**config.mk**
```make
export PLATFORM = sky130hd
export DESIGN_NAME = delayed_task_timer_queue_top
export DESIGN_NICKNAME = d
export VERILOG_FILES = /design/src/hw/rtl/dttq_pkg.sv /design/src/hw/rtl/dttq_ctrl.sv /design/src/hw/rtl/dttq_dp.sv /design/src/hw/rtl/delayed_task_timer_queue_top.sv
export SDC_FILE = /design/constraint.sdc
export NUM_CORES = 1
export LEC_CHECK = 0
export BUFFER_PORTS_ARGS = -buffer_cell sky130_fd_sc_hd__buf_2
export CORE_AREA = 5 5 222 224
export CTS_CLUSTER_SIZE = 24
export DETAILED_ROUTE_END_ITERATION = 7
export DIE_AREA = 0 0 227 229
export PLACE_DENSITY = 0.69
export REMOVE_ABC_BUFFERS = 1
export SETUP_SLACK_MARGIN = 0.5
export SLEW_MARGIN = 5
export SYNTH_ARGS = -nofsm -noshare
export SYNTH_HDL_FRONTEND = slang
export SYNTH_HIERARCHICAL = 1
export SYNTH_SLANG_ARGS = --single-unit
```
**constraint.sdc**
```tcl
create_clock -name clk -period 22.2 [get_ports clk]
set_input_delay 3.33 -clock clk [delete_from_list [all_inputs] [get_ports clk]]
set_output_delay 3.33 -clock clk [all_outputs]
set_load 0.01 [all_outputs]
```
**src/hw/rtl/dttq_pkg.sv**
```systemverilog
// ---------------------------------------------------------------------------
// dttq_pkg
// Shared sizes, codes and control types for the delayed task timer queue.
// ---------------------------------------------------------------------------
package dttq_pkg;

	localparam int SLOTS     = 8;
	localparam int TICK_BITS = 16;

	localparam int SLOT_W = (SLOTS > 1) ? $clog2(SLOTS) : 1;
	localparam int IDX_W  = $clog2(SLOTS + 1);
	localparam int CNT_W  = $clog2(SLOTS + 1);

	localparam int IN_DATA_W  = 48;
	localparam int OUT_DATA_W = 48;

	typedef logic [IDX_W-1:0]     idx_t;
	typedef logic [CNT_W-1:0]     cnt_t;
	typedef logic [TICK_BITS-1:0] tick_t;

	localparam idx_t NONE_IDX = IDX_W'(SLOTS);

	localparam logic [32:0] TICK_MAX = (33'd1 << TICK_BITS) - 33'd1;

	localparam logic [1:0] FUNC_SCHED = 2'd0;
	localparam logic [1:0] FUNC_TICK  = 2'd1;
	localparam logic [1:0] FUNC_POP   = 2'd2;

	localparam logic [1:0] STAT_OK    = 2'd0;
	localparam logic [1:0] STAT_FULL  = 2'd1;
	localparam logic [1:0] STAT_EMPTY = 2'd2;

	typedef enum logic [3:0] {
		OP_NOP,
		OP_CAPTURE,
		OP_FULL,
		OP_TAKE,
		OP_TICK,
		OP_EMPTY,
		OP_POP,
		OP_ADV,
		OP_INS1,
		OP_INS2,
		OP_APPA,
		OP_APPB,
		OP_TPOP,
		OP_POP2,
		OP_FINISH
	} dttq_op_t;

	typedef struct packed {
		dttq_op_t op;
	} dttq_cmd_t;

	typedef struct packed {
		logic [1:0] func;
		logic       free_none;
		logic       ready_none;
		logic       ready_last_none;
		logic       prev_none;
		logic       delay_zero;
		logic       scan_go;
		logic       due;
		logic       out_free;
	} dttq_sts_t;

	function automatic logic [3:0] sat4(input cnt_t c);
		return (32'(c) > 32'd15) ? 4'hF : 4'(c);
	endfunction

endpackage

```
**src/hw/rtl/dttq_ctrl.sv**
```systemverilog
// ---------------------------------------------------------------------------
// dttq_ctrl
// Sequencer: walks one request through the list operations of the datapath.
// ---------------------------------------------------------------------------
module dttq_ctrl import dttq_pkg::*; (
	input  logic      clk,
	input  logic      arst_n,
	input  logic      s_tvalid,
	output logic      s_tready,
	input  dttq_sts_t sts,
	output dttq_cmd_t cmd
);

	typedef enum logic [3:0] {
		ST_IDLE,
		ST_DISP,
		ST_SCAN,
		ST_INS2,
		ST_APPA,
		ST_APPB,
		ST_TCHK,
		ST_POP2,
		ST_FIN
	} state_t;

	state_t   state_q;
	state_t   state_d;
	dttq_op_t op;
	logic     tick_mode;

	assign tick_mode = (sts.func == FUNC_TICK);
	assign s_tready  = (state_q == ST_IDLE);
	assign cmd.op    = op;

	always_comb begin
		op      = OP_NOP;
		state_d = state_q;
		case (state_q)
			ST_IDLE: begin
				if (s_tvalid) begin
					op      = OP_CAPTURE;
					state_d = ST_DISP;
				end
			end
			ST_DISP: begin
				case (sts.func)
					FUNC_SCHED: begin
						if (sts.free_none) begin
							op      = OP_FULL;
							state_d = ST_FIN;
						end else begin
							op      = OP_TAKE;
							state_d = sts.delay_zero ? ST_APPA : ST_SCAN;
						end
					end
					FUNC_TICK: begin
						op      = OP_TICK;
						state_d = ST_TCHK;
					end
					FUNC_POP: begin
						if (sts.ready_none) begin
							op      = OP_EMPTY;
							state_d = ST_FIN;
						end else begin
							op      = OP_POP;
							state_d = ST_POP2;
						end
					end
					default: begin
						state_d = ST_FIN;
					end
				endcase
			end
			ST_SCAN: begin
				if (sts.scan_go) begin
					op = OP_ADV;
				end else begin
					op      = OP_INS1;
					state_d = sts.prev_none ? ST_FIN : ST_INS2;
				end
			end
			ST_INS2: begin
				op      = OP_INS2;
				state_d = ST_FIN;
			end
			ST_APPA: begin
				op = OP_APPA;
				if (sts.ready_last_none) begin
					state_d = tick_mode ? ST_TCHK : ST_FIN;
				end else begin
					state_d = ST_APPB;
				end
			end
			ST_APPB: begin
				op      = OP_APPB;
				state_d = tick_mode ? ST_TCHK : ST_FIN;
			end
			ST_TCHK: begin
				if (sts.due) begin
					op      = OP_TPOP;
					state_d = ST_APPA;
				end else begin
					state_d = ST_FIN;
				end
			end
			ST_POP2: begin
				op      = OP_POP2;
				state_d = ST_FIN;
			end
			ST_FIN: begin
				if (sts.out_free) begin
					op      = OP_FINISH;
					state_d = ST_IDLE;
				end
			end
			default: begin
				state_d = ST_IDLE;
			end
		endcase
	end

	always_ff @(posedge clk or negedge arst_n) begin
		if (!arst_n) begin
			state_q <= ST_IDLE;
		end else begin
			state_q <= state_d;
		end
	end

endmodule

```
**src/hw/rtl/dttq_dp.sv**
```systemverilog
// ---------------------------------------------------------------------------
// dttq_dp
// Slot store, list heads, counters and output word register.
// ---------------------------------------------------------------------------
module dttq_dp import dttq_pkg::*; (
	input  logic                  clk,
	input  logic                  arst_n,
	input  dttq_cmd_t             cmd,
	output dttq_sts_t             sts,
	input  logic [IN_DATA_W-1:0]  s_tdata,
	input  logic [1:0]            s_tuser,
	output logic                  m_tvalid,
	input  logic                  m_tready,
	output logic [OUT_DATA_W-1:0] m_tdata,
	output logic [1:0]            m_tuser
);

	tick_t slot_deadline_q [SLOTS];
	logic [15:0] slot_handle_q [SLOTS];
	logic [15:0] slot_arg_q [SLOTS];
	idx_t slot_link_q [SLOTS];

	idx_t  free_first_q, wait_first_q, ready_first_q, ready_last_q;
	tick_t now_q;
	cnt_t  ready_cnt_q, free_cnt_q, moved_q;
	logic  m_tvalid_q;

	logic [1:0]  func_q;
	tick_t       d_q;
	logic        dzero_q;
	logic [15:0] hin_q, ain_q;
	idx_t        s_q, cur_q, prev_q;
	logic [1:0]  res_stat_q;
	logic [15:0] oh_q, oa_q;
	logic [OUT_DATA_W-1:0] m_tdata_q;
	logic [1:0]  m_tuser_q;

	logic [15:0] in_delay;
	tick_t       in_d;
	idx_t        lk_ra, lk_rd;
	logic        lk_we;
	idx_t        lk_wa, lk_wd;
	idx_t        dl_ra;
	tick_t       dl_rd, rem;
	logic        out_free;

	assign in_delay = s_tdata[15:0];
	assign in_d = (33'(in_delay) > TICK_MAX) ? TICK_MAX[TICK_BITS-1:0] : TICK_BITS'(in_delay);

	always_comb begin
		case (cmd.op)
			OP_TAKE: lk_ra = free_first_q;
			OP_TPOP: lk_ra = wait_first_q;
			OP_POP:  lk_ra = ready_first_q;
			default: lk_ra = cur_q;
		endcase
	end
	assign lk_rd = slot_link_q[lk_ra[SLOT_W-1:0]];

	always_comb begin
		lk_we = 1'b1;
		lk_wa = s_q;
		lk_wd = NONE_IDX;
		case (cmd.op)
			OP_INS1: lk_wd = cur_q;
			OP_INS2: begin
				lk_wa = prev_q;
				lk_wd = s_q;
			end
			OP_APPA: lk_wd = NONE_IDX;
			OP_APPB: begin
				lk_wa = ready_last_q;
				lk_wd = s_q;
			end
			OP_POP2: lk_wd = free_first_q;
			default: lk_we = 1'b0;
		endcase
	end

	assign dl_ra = (func_q == FUNC_TICK) ? wait_first_q : cur_q;
	assign dl_rd = slot_deadline_q[dl_ra[SLOT_W-1:0]];
	assign rem   = dl_rd - now_q;

	assign out_free = !m_tvalid_q || m_tready;

	assign sts.func            = func_q;
	assign sts.free_none       = (free_first_q == NONE_IDX);
	assign sts.ready_none      = (ready_first_q == NONE_IDX);
	assign sts.ready_last_none = (ready_last_q == NONE_IDX);
	assign sts.prev_none       = (prev_q == NONE_IDX);
	assign sts.delay_zero      = dzero_q;
	assign sts.scan_go         = (cur_q != NONE_IDX) && (rem < d_q);
	assign sts.due             = (wait_first_q != NONE_IDX) && (dl_rd == now_q);
	assign sts.out_free        = out_free;

	always_ff @(posedge clk or negedge arst_n) begin
		if (!arst_n) begin
			for (int i = 0; i < SLOTS; i++) begin
				slot_link_q[i] <= IDX_W'(i + 1);
			end
		end else if (lk_we) begin
			slot_link_q[lk_wa[SLOT_W-1:0]] <= lk_wd;
		end
	end

	always_ff @(posedge clk) begin
		if (cmd.op == OP_TAKE) begin
			slot_handle_q[free_first_q[SLOT_W-1:0]] <= hin_q;
			slot_arg_q[free_first_q[SLOT_W-1:0]]    <= ain_q;
		end
		if (cmd.op == OP_INS1) begin
			slot_deadline_q[s_q[SLOT_W-1:0]] <= now_q + d_q;
		end
	end

	always_ff @(posedge clk or negedge arst_n) begin
		if (!arst_n) begin
			free_first_q  <= '0;
			wait_first_q  <= NONE_IDX;
			ready_first_q <= NONE_IDX;
			ready_last_q  <= NONE_IDX;
			now_q         <= '0;
			ready_cnt_q   <= '0;
			free_cnt_q    <= CNT_W'(SLOTS);
			moved_q       <= '0;
			m_tvalid_q    <= 1'b0;
		end else begin
			case (cmd.op)
				OP_CAPTURE: moved_q <= '0;
				OP_TAKE: begin
					free_first_q <= lk_rd;
					free_cnt_q   <= free_cnt_q - 1'b1;
				end
				OP_TICK: now_q <= now_q + 1'b1;
				OP_INS1: begin
					if (prev_q == NONE_IDX) begin
						wait_first_q <= s_q;
					end
				end
				OP_APPA: begin
					ready_cnt_q <= ready_cnt_q + 1'b1;
					if (ready_last_q == NONE_IDX) begin
						ready_first_q <= s_q;
						ready_last_q  <= s_q;
					end
				end
				OP_APPB: ready_last_q <= s_q;
				OP_TPOP: begin
					wait_first_q <= lk_rd;
					moved_q      <= moved_q + 1'b1;
				end
				OP_POP: begin
					ready_first_q <= lk_rd;
					ready_cnt_q   <= ready_cnt_q - 1'b1;
					if (lk_rd == NONE_IDX) begin
						ready_last_q <= NONE_IDX;
					end
				end
				OP_POP2: begin
					free_first_q <= s_q;
					free_cnt_q   <= free_cnt_q + 1'b1;
				end
				default: begin
				end
			endcase
			if (cmd.op == OP_FINISH) begin
				m_tvalid_q <= 1'b1;
			end else if (m_tready) begin
				m_tvalid_q <= 1'b0;
			end
		end
	end

	always_ff @(posedge clk) begin
		case (cmd.op)
			OP_CAPTURE: begin
				func_q     <= s_tuser;
				d_q        <= in_d;
				dzero_q    <= (in_delay == 16'd0);
				hin_q      <= s_tdata[31:16];
				ain_q      <= s_tdata[47:32];
				res_stat_q <= STAT_OK;
				oh_q       <= '0;
				oa_q       <= '0;
			end
			OP_FULL:  res_stat_q <= STAT_FULL;
			OP_EMPTY: res_stat_q <= STAT_EMPTY;
			OP_TAKE: begin
				s_q    <= free_first_q;
				cur_q  <= wait_first_q;
				prev_q <= NONE_IDX;
			end
			OP_ADV: begin
				prev_q <= cur_q;
				cur_q  <= lk_rd;
			end
			OP_TPOP: s_q <= wait_first_q;
			OP_POP: begin
				s_q  <= ready_first_q;
				oh_q <= slot_handle_q[ready_first_q[SLOT_W-1:0]];
				oa_q <= slot_arg_q[ready_first_q[SLOT_W-1:0]];
			end
			OP_FINISH: begin
				m_tuser_q <= res_stat_q;
				m_tdata_q <= {4'd0, sat4(free_cnt_q), sat4(ready_cnt_q), sat4(moved_q),
					oa_q, oh_q};
			end
			default: begin
			end
		endcase
	end

	assign m_tvalid = m_tvalid_q;
	assign m_tdata  = m_tdata_q;
	assign m_tuser  = m_tuser_q;

`ifndef SYNTHESIS
	a_pool_sum: assert property (@(posedge clk) disable iff (!arst_n)
		(32'(ready_cnt_q) + 32'(free_cnt_q)) <= SLOTS)
		else $error("ready and free counts exceed pool");
	a_ready_ends: assert property (@(posedge clk) disable iff (!arst_n)
		(ready_first_q == NONE_IDX) == (ready_last_q == NONE_IDX))
		else $error("ready head and tail disagree");
	a_ready_cnt: assert property (@(posedge clk) disable iff (!arst_n)
		(ready_cnt_q == '0) == (ready_first_q == NONE_IDX))
		else $error("ready count out of step with ready list");
	a_free_cnt: assert property (@(posedge clk) disable iff (!arst_n)
		(free_cnt_q == '0) == (free_first_q == NONE_IDX))
		else $error("free count out of step with free list");
	a_finish_out: assert property (@(posedge clk) disable iff (!arst_n)
		(cmd.op == OP_FINISH) |=> m_tvalid_q)
		else $error("finished word not presented");
`endif

endmodule

```
**src/hw/rtl/delayed_task_timer_queue_top.sv**
```systemverilog
// A pop unlinks the ready head and returns its slot to the free list; a tick advances time
// and moves each due waiting task onto the ready queue; a schedule takes a free slot and
// appends it to the ready queue if its delay is zero, else walks the waiting list to insert it.
// Throughput: one request in flight; the next is taken once the result is queued.
// A schedule walks the waiting list one linked entry per cycle; a held result word stalls the finish.
// Reset (arst_n low, asynchronous): all slots free, lists empty, time zero.
// ---------------------------------------------------------------------------
// delayed_task_timer_queue_top
// Task scheduler with free list, deadline-sorted waiting list and ready FIFO.
// ---------------------------------------------------------------------------
module delayed_task_timer_queue_top import dttq_pkg::*; (
	input  logic                  clk,
	input  logic                  arst_n,
	input  logic                  s_tvalid,
	output logic                  s_tready,
	input  logic [IN_DATA_W-1:0]  s_tdata,  // delay, task_handle, task_arg
	input  logic [1:0]            s_tuser,  // func
	output logic                  m_tvalid,
	input  logic                  m_tready,
	output logic [OUT_DATA_W-1:0] m_tdata,  // out_handle, out_arg, moved_count,
	                                        // ready_count, free_count
	output logic [1:0]            m_tuser   // status
);

	dttq_cmd_t cmd;
	dttq_sts_t sts;

	dttq_ctrl u_ctrl (
		.clk      (clk),
		.arst_n   (arst_n),
		.s_tvalid (s_tvalid),
		.s_tready (s_tready),
		.sts      (sts),
		.cmd      (cmd)
	);

	dttq_dp u_dp (
		.clk      (clk),
		.arst_n   (arst_n),
		.cmd      (cmd),
		.sts      (sts),
		.s_tdata  (s_tdata),
		.s_tuser  (s_tuser),
		.m_tvalid (m_tvalid),
		.m_tready (m_tready),
		.m_tdata  (m_tdata),
		.m_tuser  (m_tuser)
	);

endmodule
```
; Word-level counts from Yosys, hierarchy flattened
; Memories as Yosys holds them, arrays and structs flattened.
; Index checks and enable logic that the tools add are counted.
; W data, S select, Z words.
[word_totals]
register_bits = 224
latch_bits = 0
ramBits = 384
romBits = 0
inputBits = 54
out_inout_bits = 52
elab_cells = 164
mem_count = 3
[op_classes]
addsub = 8
mul = 0
div = 0
order_cmp = 4
eq_ne = 38
shift = 0
muxes = 53
bitwise_logic = 2
n_reduce_logical = 25
[memory_table]
columns = memory, words, word_bits, rd, rd_clocked_by_memory_dff, wr, line
row1 = u_dp.slot_arg_q, 8, 16, 1, 0, 1, dttq_dp.sv:20  ; logic [15:0] slot_arg_q [SLOTS];
row2 = u_dp.slot_deadline_q, 8, 16, 1, 0, 1, dttq_dp.sv:18  ; tick_t slot_deadline_q [SLOTS];
row3 = u_dp.slot_handle_q, 8, 16, 1, 0, 1, dttq_dp.sv:19  ; logic [15:0] slot_handle_q [SLOTS];
[op_table]
columns = operator, n
row1 = $mux W4, 18
row2 = $pmux W16 S2, 2
row3 = $pmux W4 S2, 8
row4 = $pmux W4 S3, 5
row5 = $eq A4 B4 Y1 const B, 13
row6 = $pmux W4 S9, 1
row7 = $bwmux W32, 1
row8 = $eq A4 B3 Y1 const B, 8
row9 = $pmux W4 S8, 1
row10 = $add A16 B1 Y16 const B, 1
row11 = $add A16 B16 Y16, 1
row12 = $eq A16 B16 Y1, 1
row13 = $eq A4 B2 Y1 const B, 4
row14 = $logic_not A16 Y1, 1
row15 = $lt A16 B16 Y1, 1
row16 = $sub A16 B16 Y16, 1
row17 = $reduce_bool A2 Y1, 7
row18 = $add A4 B1 Y4 const B, 3
row19 = $bmux W4 S3, 1
row20 = $demux W4 S3, 1
row21 = $mux W1, 9
row22 = $pmux W3 S3, 1
row23 = $reduce_bool A3 Y1, 3
row24 = $eq A4 B1 Y1 const B, 2
row25 = 22 further kinds, 36

; Logic depth before layout (Yosys ltp)
; An unclocked memory read counts as a cell.
[logic_depth]
word_depth = 17
mapped_depth = 37
ltp_nobuf = 32

; Hierarchy
; The synthesis kept the hierarchy.
[modules_own_cells]
columns = module, instances, cells_each, area_each_um2
row1 = dttq_dp, 1, 1439, 25019.0
row2 = dttq_ctrl, 1, 79, 583.1

; Worst setup path after synthesis
; No wires, ideal clock.
[synth_timing]
path_kind = flip-flop to flip-flop
start = reg u_dp.func_q[1]
end = reg u_dp.oa_q[0] (enable)
setup_time_ps = 375
t_arrival_ps = 10322
t_required_ps = 21825
setup_slack_ps = 11503
path_stages_with_launch = 28
n_path_buf = 2
synth_period_minus_slack_ps = 10697
cell_sequence = edfxtp_1 > nor2b_1 > clkbuf_1 > nor2_1 > a21oi_1 > buf_2 > mux4_2 > mux2_2 > ha_1 > nor2b_1 > o31a_1 > o41ai_1 > o21ai_0 > o41ai_1 > o21bai_1 > a21oi_1 > xnor2_1 > ha_1 > nand3_1 > a211oi_1 > a211o_1 > a31oi_1 > a22oi_1 > o21a_1 > o22ai_1 > nand2b_1 > nor3_1 > or2_2
[synth_lines]
columns = element, line
row1 = from (decl), dttq_dp.sv:28  ; logic [1:0] func_q;
row2 = from (signal assigned), dttq_dp.sv:177  ; func_q <= s_tuser;
row3 = to (signal assigned), dttq_dp.sv:201  ; oa_q <= slot_arg_q[ready_first_q[SLOT_W-1:0]];
row4 = to (decl), dttq_dp.sv:34  ; logic [15:0] oh_q, oa_q;

==> flow_summary_export.csv <==
group,metric,value,unit
worst_setup_path,required,22.72,ns
logic_synthesis,synth-seq-cells,608,
clock_tree,cts_resized,0,
place,port_buffers,101,
pwr,p_leak,10.10,nW
timing,period_minus_slack,10.09,ns
clock_tree,hold_buffers,0,
run,cap_violations,0,
floorplan,core,47150,µm²
detailed_routing,vias_per_cell,5.866,
pwr,powerDensity,150.2,nW/µm²
logic_synthesis,ys_warn_count,6,
grt,antenna_found_initial,3,
timing,drv_slew,0,
logic_synthesis,netlist_instances,1518,
timing,hold_violations,0,
detailed_routing,wire_per_inst,22.82,µm
worst_setup_path,cp.arrival,10.61,ns
timing,max_slew.worst_pin.slew,1.058,ns
run_status,status,"completed",
worst_setup_path,path_max_fanout,31,
clock_tree,htreeDepth,2,
clock_tree,cts_tree,"done",
logic_synthesis,synth_edf_count,527,
grt,track_usage,20.49,%
detailed_routing,drtAntennaViolNets,0,
timing,finalSetupViolCount,0,
place,placed_cell_area,26910,µm²
cells_and_area,design_area,28850,µm²
logic_synthesis,syn_area,25600,µm²
cells_and_area,multiInputGateArea,7296,µm²
floorplan,row_count,80,
logic_synthesis,yosys_most_used_dff,"edfxtp_1",
place,place_hpwl,32290,µm
clock_tree,clk_pin_slew,0.06,ns
worst_setup_path,worstSetupPathType,"flop to flop",
detailed_routing,drt-total-wl,52860,µm
worst_setup_path,startpoint_type,"flop",
cells_and_area,seq_area,17880,µm²
pwr,ir_drop,0.1034,mV
timing,slew_headroom,29.45,%
timing,rsz0062_at_grt,"false",
floorplan,io-pin-count,106,
clock_tree,cts_buffer_depth,3,
logic_synthesis,yosysUniqueCellTypes,72,
timing,clock_skew,0.02278,ns
worst_setup_path,critPathMaxStageDelay,0.67,ns
logic_synthesis,async_flop_share,13.32,%
cells_and_area,nFillCells,3366,
clock_tree,clk_latency,0.61,ns
floorplan,die_h,229,µm
timing,fin_crit_sh,45.46,%
clock_tree,cts_buffers,60,
worst_setup_path,slowest_stage,"nor3_2",
floorplan,fp.dieW,227,µm
grt,grt_pass1_wl,82100,µm
detailed_routing,via_count,13585,
cells_and_area,drive_above_1_share,24.18,%
clock_tree,cts_setup_buffers,0,
timing,timing.fmax,99.08,MHz
detailed_routing,firstDrtPassIters,5,
grt,grt_pass1_vias,14090,
floorplan,initial_core_util,54.30,%
logic_synthesis,avgSynthCellArea,16.87,µm²
grt,grt_max_degree,82,
hold_path,hold_class,"flop to flop",
cells_and_area,fin_nets,1766,
detailed_routing,drc,0,
clock_tree,cts-root-buf,"clkbuf_16",
clock_tree,cts.sinks,608,
place,place.gp.congestion,0.8991,
logic_synthesis,ys_seq_area_share,69.81,%
detailed_routing,drt-initial-drc-count,1126,
grt,overflow,0,
floorplan,die-area,51980,µm²
worst_setup_path,worst_setup_path_end_kind,"flop",
timing,totalNegativeSetupSlack,0,ns
cells_and_area,syn_to_final_growth,12.68,%
## worst max-delay path: cells and delay by family, from the launching register on
kind / cells / cell delay (ns)
xor+xnor: 1 / 0.13
simple gates: 8 / 2.69
buf+inv: 1 / 0.50
fa+ha+maj: 2 / 0.55
mux: 3 / 1.19
flops: 1 / 0.41
compound gates: 16 / 4.48
## cells in the final DEF (no fill, tap or decap), drive strengths merged, types with 8 or more instances in the layout
master | Yosys | routed
a211oi | 14 | 14
a21o | 11 | 11
a21oi | 39 | 39
a22oi | 10 | 10
and3 | 8 | 8
buf | 34 | 131
clkbuf | 27 | 73
clkinv | 2 | 28
dfrtp | 64 | 64
dfstp | 17 | 17
edfxtp | 527 | 527
ha | 55 | 55
inv | 59 | 60
mux2 | 52 | 52
mux2i | 56 | 56
mux4 | 96 | 96
nand2 | 64 | 64
nand2b | 15 | 15
nand3 | 15 | 15
nand4 | 8 | 8
nor2 | 99 | 99
nor2b | 13 | 13
nor3 | 26 | 26
nor4 | 9 | 9
nor4b | 9 | 9
o21a | 12 | 12
o21ai | 51 | 51
xnor2 | 43 | 43
## cell type report
type / count / share of cell area (%)
inverters: 61 / 0.7937
well taps: 615 / 2.667
flip-flops and latches: 608 / 61.98
diodes: 1 / 0.008674
clock buffers: 73 / 5.408
multi-input cells: 791 / 25.29
repair buffers: 131 / 2.542
clock inverters: 36 / 1.314
## through the flow
step | power (mW) | setup WS, ns | hold slack (ns) | instances | util, %
6_report | 4.334 | 12.11 | 0.4141 | 2316 | 61.19
5_1_grt | 4.591 | 11.26 | 0.4329 | 2315 | 61.19
4_1_cts | 4.362 | 12.14 | 0.4178 | 2315 | 61.19
2_1_floorplan | 2.879 | 8.970 | 0.4003 | 1460 | -
3_3_place_gp | 3.303 | 12.42 | 0.4022 | 2206 | 57.07
3_5_place_dp | 3.356 | 12.17 | 0.4045 | 2206 | 57.07
## cell families (layout without fill, tap and decap cells)
group	after synthesis	in the layout	share of synthesized area (%)
AOI/OAI and AO/OA	189	189	4.809
other	1	5	0.01465
and+or+nand+nor	285	285	5.557
xor gates and xnor gates	50	50	1.710
buffers and inverters	122	301	2.126
DFF	608	608	69.81
muxes	204	204	12.97
adders and majority gates	59	59	3.001
## state kept, by name (all words and copies together) (netlist names), 16 cells and up
signal / count
u_dp/slot_arg_q: 128
u_dp/m_tdata: 44
u_dp/ain_q: 16
u_dp/hin_q: 16
u_dp/oa_q: 16
u_dp/d_q: 16
u_dp/slot_handle_q: 128
u_dp/slot_deadline_q: 128
u_dp/slot_link_q: 32
u_dp/now_q: 16
u_dp/oh_q: 16
## power breakdown
group | switching, mW | internal (mW) | leakage (nW) | total [mW]
registers | 0.174 | 1.65 | 5.77 | 1.83
clock network | 0.413 | 0.580 | 0.948 | 0.993
logic | 0.906 | 0.607 | 3.39 | 1.51
## metal layers
metal	routed length, µm	vias up	GRT usage [%]
met3	3261	84	4.021
li1	-	6162	-
met4	1212	4	5.214
met1	22790	6942	29.19
met2	25580	393	33.12
met5	21	-	0
## worst paths after layout
path	startpoint	endpoint	slack [ns]	cells after the start
max in group asynchronous	arst_n	u_dp/ready_first_q[0]	18.49	1
min in group asynchronous	arst_n	u_dp/slot_link_q[31]	2.93	1
min reg2reg	u_dp/oa_q[12]	u_dp/m_tdata[28]	0.41	0
max reg2reg	u_dp/func_q[0]	u_dp/ready_last_q[3]	12.11	31
min	u_dp/oa_q[12]	u_dp/m_tdata[28]	0.41	0
max	u_dp/func_q[0]	u_dp/ready_last_q[3]	12.11	31
## synth_stat cells (7+ instances only)
master    instances  share of area, %
edfxtp_1        527                62
nor2_1           99               1.5
mux4_2           96               8.4
dfrtp_1          64               6.3
nand2_1          64              0.94
inv_1            59              0.87
ha_1             55               2.7
mux2i_1          55               2.2
mux2_2           52               2.3
o21ai_0          47              0.92
xnor2_1          43               1.5
a21oi_1          39              0.76
clkbuf_1         27              0.40
nor3_1           24              0.47
dfstp_2          17               1.7
a211oi_1         14              0.41
nand2b_1         14              0.34
nand3_1          14              0.27
nor2b_1          12              0.29
o21a_1           12              0.35
a21o_1           11              0.32
buf_1            11              0.16
a22oi_1          10              0.29
buf_2             9              0.18
nor4_1            9              0.22
and3_1            8              0.20
buf_4             8              0.23
nand4_1           8              0.20
nor4b_1           8              0.27
a31oi_1           7              0.17
xor2_1            7              0.24
Note: power is estimated with default switching activity, not from simulation.
